$ cat src/peu_pkg.sv
`timescale 1ns / 1ps
`default_nettype none

package peu_pkg;

  localparam int FRAC_BITS = 16;

  localparam int FUNC_W = 4;
  localparam int POS_W  = FRAC_BITS + 1;
  localparam int TD_W   = ((POS_W + 7) / 8) * 8;
  localparam int M_W    = FRAC_BITS + 2;
  localparam int P2_W   = 2 * FRAC_BITS + 1;
  localparam int P4_W   = 4 * FRAC_BITS + 1;
  localparam int LO_W   = 2 * FRAC_BITS;
  localparam int HI_W   = P4_W - LO_W;
  localparam int PPL_W  = LO_W + POS_W;
  localparam int PPH_W  = HI_W + POS_W;
  localparam int NUM_W  = 5 * FRAC_BITS + 1;
  localparam int RND_W  = NUM_W + 1;
  localparam int SH_W   = $clog2(4 * FRAC_BITS + 1);

  localparam logic [POS_W-1:0] ONE  = POS_W'(1) << FRAC_BITS;
  localparam logic [POS_W-1:0] HALF = ONE >> 1;

  localparam logic [FUNC_W-1:0] FN_LINEAR      = 4'd0;
  localparam logic [FUNC_W-1:0] FN_SMOOTH      = 4'd1;
  localparam logic [FUNC_W-1:0] FN_QUAD_IN     = 4'd2;
  localparam logic [FUNC_W-1:0] FN_QUAD_OUT    = 4'd3;
  localparam logic [FUNC_W-1:0] FN_QUAD_INOUT  = 4'd4;
  localparam logic [FUNC_W-1:0] FN_CUBIC_IN    = 4'd5;
  localparam logic [FUNC_W-1:0] FN_CUBIC_OUT   = 4'd6;
  localparam logic [FUNC_W-1:0] FN_CUBIC_INOUT = 4'd7;
  localparam logic [FUNC_W-1:0] FN_QUART_IN    = 4'd8;
  localparam logic [FUNC_W-1:0] FN_QUART_OUT   = 4'd9;
  localparam logic [FUNC_W-1:0] FN_QUART_INOUT = 4'd10;
  localparam logic [FUNC_W-1:0] FN_QUINT_IN    = 4'd11;
  localparam logic [FUNC_W-1:0] FN_QUINT_OUT   = 4'd12;
  localparam logic [FUNC_W-1:0] FN_QUINT_INOUT = 4'd13;

  typedef enum logic [1:0] {
    MODE_ZERO = 2'd0,
    MODE_LIN  = 2'd1,
    MODE_POW  = 2'd2
  } mode_t;

  typedef enum logic [1:0] {
    OP_ONE    = 2'd0,
    OP_V      = 2'd1,
    OP_SQ     = 2'd2,
    OP_SMOOTH = 2'd3
  } opsel_t;

  typedef struct packed {
    mode_t             mode;
    logic              upper;
    logic              pow5;
    opsel_t            opsel;
    logic [SH_W-1:0]   shift;
    logic [POS_W-1:0]  x;
  } ctrl_t;

endpackage

`default_nettype wire

$ cat src/peu_decode.sv
`timescale 1ns / 1ps
`default_nettype none

module peu_decode (
  input  wire                          clk,
  input  wire                          rst_n,
  input  wire                          up_vld,
  output logic                         up_rdy,
  input  wire  [peu_pkg::FUNC_W-1:0]   up_func,
  input  wire  [peu_pkg::POS_W-1:0]    up_pos,
  output logic                         dn_vld,
  input  wire                          dn_rdy,
  output peu_pkg::ctrl_t               dn_ctrl,
  output logic [peu_pkg::POS_W-1:0]    dn_v,
  output logic [peu_pkg::M_W-1:0]      dn_m
);
  import peu_pkg::*;

  logic              vld_r;
  ctrl_t             ctrl_r, ctrl_nxt;
  logic [POS_W-1:0]  v_r, v_nxt;
  logic [M_W-1:0]    m_r, m_nxt;
  logic [POS_W-1:0]  x_sat, y;
  logic [2:0]        nm1;
  logic              pow_f, inout_f;
  logic              en;

  assign en     = !vld_r || dn_rdy;
  assign up_rdy = en;

  always_comb begin
    x_sat   = (up_pos > ONE) ? ONE : up_pos;
    y       = ONE - x_sat;
    nm1     = 3'd0;
    pow_f   = 1'b0;
    inout_f = 1'b0;
    ctrl_nxt.mode  = MODE_ZERO;
    ctrl_nxt.upper = 1'b0;
    ctrl_nxt.pow5  = 1'b0;
    ctrl_nxt.opsel = OP_ONE;
    ctrl_nxt.shift = '0;
    ctrl_nxt.x     = x_sat;

    case (up_func)
      FN_LINEAR: begin
        ctrl_nxt.mode = MODE_LIN;
      end
      FN_SMOOTH: begin
        ctrl_nxt.mode  = MODE_POW;
        ctrl_nxt.opsel = OP_SMOOTH;
        ctrl_nxt.shift = SH_W'(2 * FRAC_BITS);
      end
      FN_QUAD_IN, FN_QUAD_OUT, FN_QUAD_INOUT: begin
        nm1   = 3'd1;
        pow_f = 1'b1;
      end
      FN_CUBIC_IN, FN_CUBIC_OUT, FN_CUBIC_INOUT: begin
        nm1   = 3'd2;
        pow_f = 1'b1;
      end
      FN_QUART_IN, FN_QUART_OUT, FN_QUART_INOUT: begin
        nm1   = 3'd3;
        pow_f = 1'b1;
      end
      FN_QUINT_IN, FN_QUINT_OUT, FN_QUINT_INOUT: begin
        nm1   = 3'd4;
        pow_f = 1'b1;
      end
      default: begin
        ctrl_nxt.mode = MODE_ZERO;
      end
    endcase

    case (up_func)
      FN_QUAD_OUT, FN_CUBIC_OUT, FN_QUART_OUT, FN_QUINT_OUT: begin
        ctrl_nxt.upper = 1'b1;
      end
      FN_QUAD_INOUT, FN_CUBIC_INOUT, FN_QUART_INOUT, FN_QUINT_INOUT: begin
        inout_f        = 1'b1;
        ctrl_nxt.upper = (x_sat >= HALF);
      end
      default: begin
        inout_f = 1'b0;
      end
    endcase

    if (pow_f) begin
      ctrl_nxt.mode = MODE_POW;
      ctrl_nxt.pow5 = (nm1 == 3'd4);
      case (nm1)
        3'd1:    ctrl_nxt.opsel = OP_ONE;
        3'd2:    ctrl_nxt.opsel = OP_V;
        default: ctrl_nxt.opsel = OP_SQ;
      endcase
      if (inout_f) begin
        ctrl_nxt.shift = SH_W'(nm1) * SH_W'(FRAC_BITS - 1);
      end else begin
        ctrl_nxt.shift = SH_W'(nm1) * SH_W'(FRAC_BITS);
      end
    end

    v_nxt = ctrl_nxt.upper ? y : x_sat;
    m_nxt = M_W'(3 * (1 << FRAC_BITS)) - {x_sat, 1'b0};
  end

  always_ff @(posedge clk) begin
    if (!rst_n) begin
      vld_r <= 1'b0;
    end else if (en) begin
      vld_r <= up_vld;
    end
  end

  always_ff @(posedge clk) begin
    if (en && up_vld) begin
      ctrl_r <= ctrl_nxt;
      v_r    <= v_nxt;
      m_r    <= m_nxt;
    end
  end

  assign dn_vld  = vld_r;
  assign dn_ctrl = ctrl_r;
  assign dn_v    = v_r;
  assign dn_m    = m_r;

endmodule

`default_nettype wire

$ cat config.mk
export PLATFORM = sky130hd
export DESIGN_NAME = peu_decode
export DESIGN_NICKNAME = d
export VERILOG_FILES = /design/src/peu_pkg.sv /design/src/peu_decode.sv
export SDC_FILE = /design/constraint.sdc
export NUM_CORES = 1
export LEC_CHECK = 0
export ABC_CLOCK_PERIOD_IN_PS = 10900
export BUFFER_PORTS_ARGS = -buffer_cell sky130_fd_sc_hd__clkbuf_2
export CAP_MARGIN = 20
export CORE_MARGIN = 8
export CORE_UTILIZATION = 56
export DETAILED_ROUTE_END_ITERATION = 16
export PLACE_DENSITY = 0.84
export RECOVER_POWER = 25
export SKIP_CTS_REPAIR_TIMING = 1
export SYNTH_ARGS = -nofsm -noshare
export SYNTH_HDL_FRONTEND = slang
export SYNTH_SLANG_ARGS = --single-unit
export TNS_END_PERCENT = 30
$ cat constraint.sdc
create_clock -name clk -period 10.9 [get_ports clk]
set_input_delay 2.18 -clock clk [delete_from_list [all_inputs] [get_ports clk]]
set_output_delay 2.18 -clock clk [all_outputs]
set_load 0.02 [all_outputs]
==> results of run 1 <==
## critical path: stages
cell and delay [ps]:
clkbuf_1 470, inv_1 220, nand2_1 110, a21oi_1 70
a21oi_1 290, inv_1 200, fa_1 620, ha_1 170
inv_1 50, fa_1 400, xor2_1 170, nand2_1 70
a21oi_1 70, a31o_2 220
## Yosys cell counts (2+ instances only)
master	count
inv_1	19
nor2b_1	13
fa_1	3
nand4_1	2
xor2_1	7
clkbuf_1	8
o21ai_0	8
edfxtp_1	62
ha_1	10
nand2_1	28
mux2i_1	3
nor3_1	2
or3_1	3
or2_2	2
nor2_1	21
a21oi_1	15
nand3_1	7
and2_1	3
nand2b_1	7
buf_2	3
a311oi_1	2
buf_4	3
nor4_1	4
and3_1	4
a221oi_1	3
xnor2_1	14
o21bai_1	2
a21boi_0	2
a211oi_1	3
## report_power, final
group | leakage (nW) | switching (mW) | total (mW) | internal, mW
clock | 0.102 | 0.0863 | 0.214 | 0.128
combinational | 0.886 | 0.0797 | 0.117 | 0.0370
sequential | 0.617 | 0.00546 | 0.297 | 0.292
total | 1.61 | 0.171 | 0.628 | 0.457
## routing by layer
| metal | global-route usage [%] | part of all wire (%) | vias to the layer above |
|---|---|---|---|
| li1 | - | - | 1179 |
| met1 | 18.26 | 39 | 1114 |
| met2 | 29.86 | 52 | 85 |
| met3 | 5.097 | 7.7 | 9 |
| met4 | 7.383 | 1.2 | 0 |
| met5 | 0 | 0 | - |
## kinds of logic (layout without fill, tap and decap cells)
| logic type | count (synthesis) | after routing | synth area share (%) |
|---|---|---|---|
| other cells | 1 | 1 | 0.1142 |
| xor+xnor | 21 | 21 | 5.602 |
| mux | 4 | 4 | 1.258 |
| simple gates | 99 | 99 | 15.05 |
| flops | 63 | 63 | 57.32 |
| fa+ha+maj | 13 | 13 | 5.640 |
| compound gates | 49 | 49 | 10.56 |
| buf+inv | 35 | 127 | 4.459 |
## cell type report
| class | instances | area (µm²) | share of cell area [%] |
|---|---|---|---|
| tap | 75 | 93.84 | 2.384 |
| sequential | 63 | 1882 | 47.81 |
| clock buffer | 10 | 127.6 | 3.242 |
| clock inverter | 6 | 85.08 | 2.161 |
| timing repair buffer | 91 | 416.7 | 10.58 |
| inverter | 20 | 75.07 | 1.907 |
| multi-input combinational | 187 | 1256 | 31.91 |
## registers in the layout, summed over array words and instances (netlist names)
| register | flops |
|---|---|
| dn_v | 16 |
| dn_vld | 1 |
| dn_ctrl | 30 |
| dn_m | 16 |
## final timing paths
check / to / slack, ps / cells after the start
min reg2reg: dn_vld / 540 / 2
max reg2reg: dn_ctrl[18] / 9360 / 3
max: dn_ctrl[21] / 5670 / 14
min: dn_vld / 540 / 2
## layout by cell type, fill, tap and decap left out, types with 3 or more instances in the layout
cell type / n
a211oi_1: 3
a21oi_1: 15
a221oi_1: 3
and3_1: 4
clkbuf_1: 34
clkbuf_2: 57
clkbuf_8: 9
edfxtp_1: 62
fa_1: 3
ha_1: 10
inv_1: 19
mux2i_1: 3
nand2_1: 28
nand2b_1: 7
nand3_1: 7
nor2_1: 21
nor2b_1: 13
nor4_1: 4
o21ai_0: 8
or3_1: 3
xnor2_1: 14
xor2_1: 7
==> reports/qor.yml, run 1 <==
placement:
  dp.cells: 436
  place_area_um2: 3765
  gp_congestion: 0.8558
  place_ws_ps: 5635
  post-dp-hpwl_um: 5356
  placement.io_buffers: 90
timing:
  slew_viol_final: 0
  skew_ps: 7.323
  min_period_over_period_pct: 48.00
  setup_viol_count_final: 0
  holdWs_ps: 536.0
  fin_tns_setup_ps: 0
  fmax_mhz: 191.1
  max_slew.worst_pin.slew_ps: 1075
  hold_viol: 0
  finalWorstSetupSlack_ps: 5668
  max_slew_margin_pct: 28.30
  fin_crit_ps: 5232
  rsz0062_at_grt: "no"
synth:
  yosys.area.top_type_share_pct: 56.71
  seq_area_frac_synth_pct: 57.32
  synth_top_area_cell: "edfxtp_1"
  async_flop_share_pct: 0
  synth_area_leaders: "edfxtp_1 (57%), ha_1 (3.8%), xnor2_1 (3.7%)"
  synth-edff-count: 62
  yosysWarnings: 0
  yosys_most_used_dff: "edfxtp_1"
  synth_area_um2: 3283
  ys_seq_elements: 63
  synth_cell_type_count: 51
  avgSynthCellArea_um2: 11.52
  syn_nets: 323
  syn-instance-count: 285
route:
  routedWlPerCell_um: 15.89
  route.detailed.drc: 0
  antenna_left: 0
  first_iter_violations: 133
  firstDrtPassIters: 4
  vias: 2387
  drt_wl_total_um: 7183
  viasPerCell: 5.281
floorplanning:
  die-height_um: 92.57
  num_rows: 28
  core_um2: 5781
  start_util_pct: 56.80
  die_w_um: 92.57
  ioPinCount: 92
  dieArea_um2: 8569
critical_path:
  cp-startpoint: "up_func[1]"
  cp.required_ps: 10990
  critPathKind: "primary input to flip-flop"
  cp_max_fo: 16
  cp-end-kind: "flip-flop"
  rr_startpoint: "dn_vld"
  start_kind: "primary input"
  crit_arrival_ps: 5320
final_layout:
  antenna_cells: 0
  drive_gt1_share_pct: 21.49
  fillCellCount: 463
  nNetsFinal: 410
  fin_area_um2: 3936
  final_core_util_pct: 68.10
  layout.cells.non_filler: 452
  syn_to_final_growth_pct: 19.89
cts:
  worst_skew_pair.late_latency_ps: 320
  numCtsBuffers: 9
  cts_root_buf: "clkbuf_8"
  cts_sinks: 63
  cts_tree: "built"
  h-tree-depth: 3
  clockBufferDepth: 2
  clk_pin_slew_ps: 70
global_routing:
  grt_max_degree: 63
  grt_pass1_vias: 2359
  overflow: 0
  grt_pass1_wl_um: 11410
  antenna_found_initial: 0
  grt_usage_pct: 16.88
power:
  p_leak_nw: 1.606
  peakVddDrop_v: 0.0001235
  cellPowerDensity_nw_per_um2: 159.6
  p_total_uw: 628.2
run_status:
  status: "complete, no violations"
job:
  maxCapViolations: 0
min_path:
  min-delay-path-class: "flip-flop to flip-flop"
  hp-start: "dn_vld"
Note: power is estimated with default switching activity, not from simulation.
==> run 2: changes to the inputs <==
ABC_CLOCK_PERIOD_IN_PS = 4350   (was 10900)
CORE_UTILIZATION = 47   (was 56)
PLACE_DENSITY = 0.75   (was 0.84)
clock period = 4.35 ns   (was 10.9 ns; I/O delays follow)
==> reports/qor.yml, run 2 (synthesized netlist as in run 1, its figures left out) <==
timing:
  max_slew_margin_pct: 31.89
  fin_tns_setup_ps: 0
  fin_crit_ps: 3641
  min_period_over_period_pct: 83.69
  max_slew.worst_pin.slew_ps: 1022
  rsz0062_at_grt: "no"
  setup_viol_count_final: 0
  hold_viol: 0
  skew_ps: 4.180
  slew_viol_final: 0
  fmax_mhz: 274.7
floorplanning:
  core_um2: 6794
  ioPinCount: 92
  dieArea_um2: 9916
  die-height_um: 99.58
  die_w_um: 99.58
  num_rows: 30
  start_util_pct: 48.32
critical_path:
  crit_arrival_ps: 3730
  cp_max_fo: 16
  cp-end-kind: "flip-flop"
  critPathKind: "primary input to flip-flop"
  cp.required_ps: 4440
  start_kind: "primary input"
route:
  vias: 2489
  firstDrtPassIters: 4
  first_iter_violations: 118
  top_layer_used: "met4"
  dr_wl_met2_um: 3787
  routedWlPerCell_um: 16.07
  drt_wl_total_um: 7602
  route.detailed.drc: 0
  viasPerCell: 5.262
  wl_met1_um: 3183
  antenna_left: 0
  route.met3.wl_um: 499
cts:
  cts_tree: "built"
  numCtsBuffers: 9
  h-tree-depth: 3
  worst_skew_pair.late_latency_ps: 340
  clockBufferDepth: 2
  cts_sinks: 63
  clk_pin_slew_ps: 60
  cts_root_buf: "clkbuf_8"
global_routing:
  antenna_found_initial: 0
  grt_pass1_vias: 2377
  overflow: 0
  grt_usage_pct: 15.34
  grt_max_degree: 42
  grt_pass1_wl_um: 11960
final_layout:
  largest_register_ffs: 30
  final_common_cell: "edfxtp_1"
  fillCellCount: 577
  nNetsFinal: 410
  syn_to_final_growth_pct: 19.66
  antenna_cells: 0
  layout_common_cells: "edfxtp_1 (62), clkbuf_2 (58), clkbuf_1 (32)"
  final_core_util_pct: 57.83
  drive_gt1_share_pct: 20.69
  multiInputGateArea_um2: 1256
  regArea_um2: 1882
placement:
  post-dp-hpwl_um: 5567
  placement.io_buffers: 90
  gp_congestion: 0.8308
power:
  cellPowerDensity_nw_per_um2: 383.2
  p_leak_nw: 1.598
  peakVddDrop_v: 0.0001341
run_status:
  status: "complete, no violations"
job:
  maxCapViolations: 0
min_path:
  min-delay-path-class: "flip-flop to flip-flop"
-- run 2: changes by cell type in the layout (fill, tap and decap cells not counted) --
cell        change
clkinvlp_4      -2
bufinv_16       -1
clkinv_2        -1
clkbuf_2        +1
clkbuf_1        -2
clkinv_1        +5
-- run 2: metrics by stage --
step | hold WS (ps) | instances | area [µm²] | setup slack, ps | power [mW]
floorplan | 749.6 | 285 | 3283 | 551.3 | 0.9626
global placement | 503.6 | 457 | 3791 | 505.3 | 1.053
detailed placement | 532.6 | 457 | 3791 | 378.9 | 1.059
CTS | 540.7 | 473 | 3969 | 743.4 | 1.520
global route | 572.0 | 473 | 3929 | 520.6 | 1.572
finish | 533.0 | 473 | 3929 | 709.4 | 1.505
-- run 2: cell type report --
cell class	instances	share of cell area, %
flip-flops and latches	63	47.90
multi-input cells	187	31.97
repair buffers	91	10.64
clock buffers	9	3.153
well taps	96	3.057
inverters	20	1.911
clock inverters	7	1.369
-- run 2: final timing paths --
kind         cells past startpoint        from  slack [ps]     endpoint
max                             14  up_func[1]         710  dn_ctrl[21]
max reg2reg                      3      dn_vld        2410  dn_ctrl[19]
min reg2reg                      2      dn_vld         530       dn_vld
min                              2      dn_vld         530       dn_vld
-- run 2: report_power, final --
group	internal [mW]	switching, mW	total (mW)
Clock	0.254	0.211	0.465
Sequential	0.731	0.0145	0.746
Combinational	0.0932	0.202	0.295
Total	1.08	0.427	1.51
-- run 2: metal layers --
metal / vias up / track usage, %
met2: 87 / 26.14
li1: 1180 / -
met5: - / 0
met4: 0 / 5.471
met3: 12 / 4.749
met1: 1210 / 17.71
-- run 2: worst max-delay path: stages --
cell and delay [ps]:
clkbuf_2 270, inv_1 160, nand2_1 80, a21oi_1 70, a21oi_1 300, inv_1 200
fa_1 620, ha_1 180, inv_1 50, fa_1 400, xor2_1 170, nand2_1 80
a21oi_1 60, a31o_2 220
==> run 3: changes to the inputs <==
ABC_CLOCK_PERIOD_IN_PS = 3150   (was 4350)
clock period = 3.15 ns   (was 4.35 ns; I/O delays follow)
==> reports/qor.yml, run 3 (synthesized netlist as in run 1, its figures left out) <==
run_status:
  status: "finished with violations"
  failed_checks: "max-capacitance violations, max-slew violations"
timing:
  setup_viol_count_final: 0
  rsz0062_at_grt: "no"
  hold_viol: 0
  slew_viol_final: 25
  min_period_over_period_pct: 90.58
  fin_crit_ps: 2853
  fin_tns_setup_ps: 0
  holdWs_ps: 532.5
  max_slew.worst_pin.slew_ps: 1685
  fmax_mhz: 350.5
  skew_ps: 5.603
  max_slew_margin_pct: -12.38
power:
  cellPowerDensity_nw_per_um2: 551.4
  peakVddDrop_v: 0.0002460
  p_leak_nw: 1.779
  p_total_mw: 2.297
floorplanning:
  core_um2: 6794
  start_util_pct: 48.32
  ioPinCount: 92
  num_rows: 30
  dieArea_um2: 9916
  die-height_um: 99.58
  die_w_um: 99.58
route:
  firstDrtPassIters: 4
  routedWlPerCell_um: 15.69
  vias: 2481
  viasPerCell: 5.053
  antenna_left: 0
  drt_wl_total_um: 7704
  first_iter_violations: 123
  route.detailed.drc: 0
critical_path:
  start_kind: "primary input"
  critPathKind: "primary input to flip-flop"
  rr_startpoint: "dn_vld"
  cp_max_fo: 6
  crit_arrival_ps: 2940
  cp.required_ps: 3240
  rr_worst_depth: 3
  path_delay_family: "adder cells"
  cp-end-kind: "flip-flop"
  r2r_slack_ps: 790
  slowest_delay_ps: 540
  timing.rr.end: "dn_ctrl[19]"
  path_buf_inv: 4
  slowest_stage: "fa_1"
  path_cells: "clkbuf_1 > inv_1 > nand2_1 > a21oi_2 > a21oi_2 > inv_2 > fa_1 > ha_2 > inv_2 > fa_2 > xor2_1 > nand2_1 > a21oi_1 > a31o_2"
final_layout:
  nNetsFinal: 428
  largest_register_ffs: 30
  syn_to_final_growth_pct: 26.91
  final_common_cell: "clkbuf_2"
  regArea_um2: 1882
  layout_common_cells: "clkbuf_2 (86), edfxtp_1 (62), nand2_1 (28)"
  drive_gt1_share_pct: 32.91
  final_core_util_pct: 61.33
  antenna_cells: 0
  fillCellCount: 560
  multiInputGateArea_um2: 1271
placement:
  placement.io_buffers: 90
  post-dp-hpwl_um: 5772
  gp_congestion: 0.8919
min_path:
  min-delay-path-class: "flip-flop to flip-flop"
  hold_end: "dn_vld"
  hold_depth: 2
  hp-start: "dn_vld"
cts:
  cts_root_buf: "clkbuf_8"
  numCtsBuffers: 9
  clk_pin_slew_ps: 60
  worst_skew_pair.late_latency_ps: 340
  cts_tree: "built"
  clockBufferDepth: 2
  h-tree-depth: 3
  cts_sinks: 63
global_routing:
  grt_pass1_vias: 2527
  overflow: 0
  grt_usage_pct: 15.46
  grt_pass1_wl_um: 12130
  grt_max_degree: 29
  antenna_found_initial: 0
job:
  maxCapViolations: 1
[run 3: worst min-delay path: stages (launching register included)]
cell      delay [ps]
dfxtp_1          310
nand2b_1          90
a21boi_0          80
[run 3: through the flow]
step / std cells / area, µm² / setup WS, ps
after floorplan: 285 / 3333 / 3.501
after global placement: 475 / 3955 / 76.01
after detailed placement: 475 / 3955 / 24.04
after CTS: 491 / 4184 / 367.9
after global routing: 491 / 4167 / 182.8
final: 491 / 4167 / 296.6
[run 3: area by class of cell]
class                           instances  share of cell area (%)
Clock inverter                          4                   2.252
Timing Repair Buffer                  109                   14.14
Sequential cell                        63                   45.17
Multi-Input combinational cell        187                   30.51
Tap cell                               96                   2.883
Inverter                               20                   1.802
Clock buffer                           12                   3.243
[run 3: metal layers]
metal | track usage, % | vias to the layer above | wire (µm)
met3 | 3.771 | 16 | 531
met4 | 7.916 | 0 | 167
met1 | 18.24 | 1147 | 3297
met5 | 0 | - | 0
li1 | - | 1219 | -
met2 | 25.57 | 99 | 3708
[run 3: worst max path at each step]
stage / from / endpoint / slack (ps) / cells past startpoint
final: up_func[1] / dn_ctrl[21] / 300 / 14
after global routing: up_func[1] / dn_ctrl[21] / 180 / 12
after CTS: up_func[2] / dn_ctrl[21] / 370 / 13
after detailed placement: up_func[2] / dn_ctrl[21] / 20 / 13
after global placement: up_func[2] / dn_ctrl[21] / 80 / 13
after floorplan: up_func[3] / dn_ctrl[21] / 4 / 15
[run 3: power breakdown]
| part | internal, mW | total [mW] | switching [mW] |
|---|---|---|---|
| sequential | 1.01 | 1.03 | 0.0204 |
| clock | 0.524 | 0.825 | 0.300 |
| combinational | 0.158 | 0.442 | 0.284 |
| total | 1.69 | 2.30 | 0.605 |
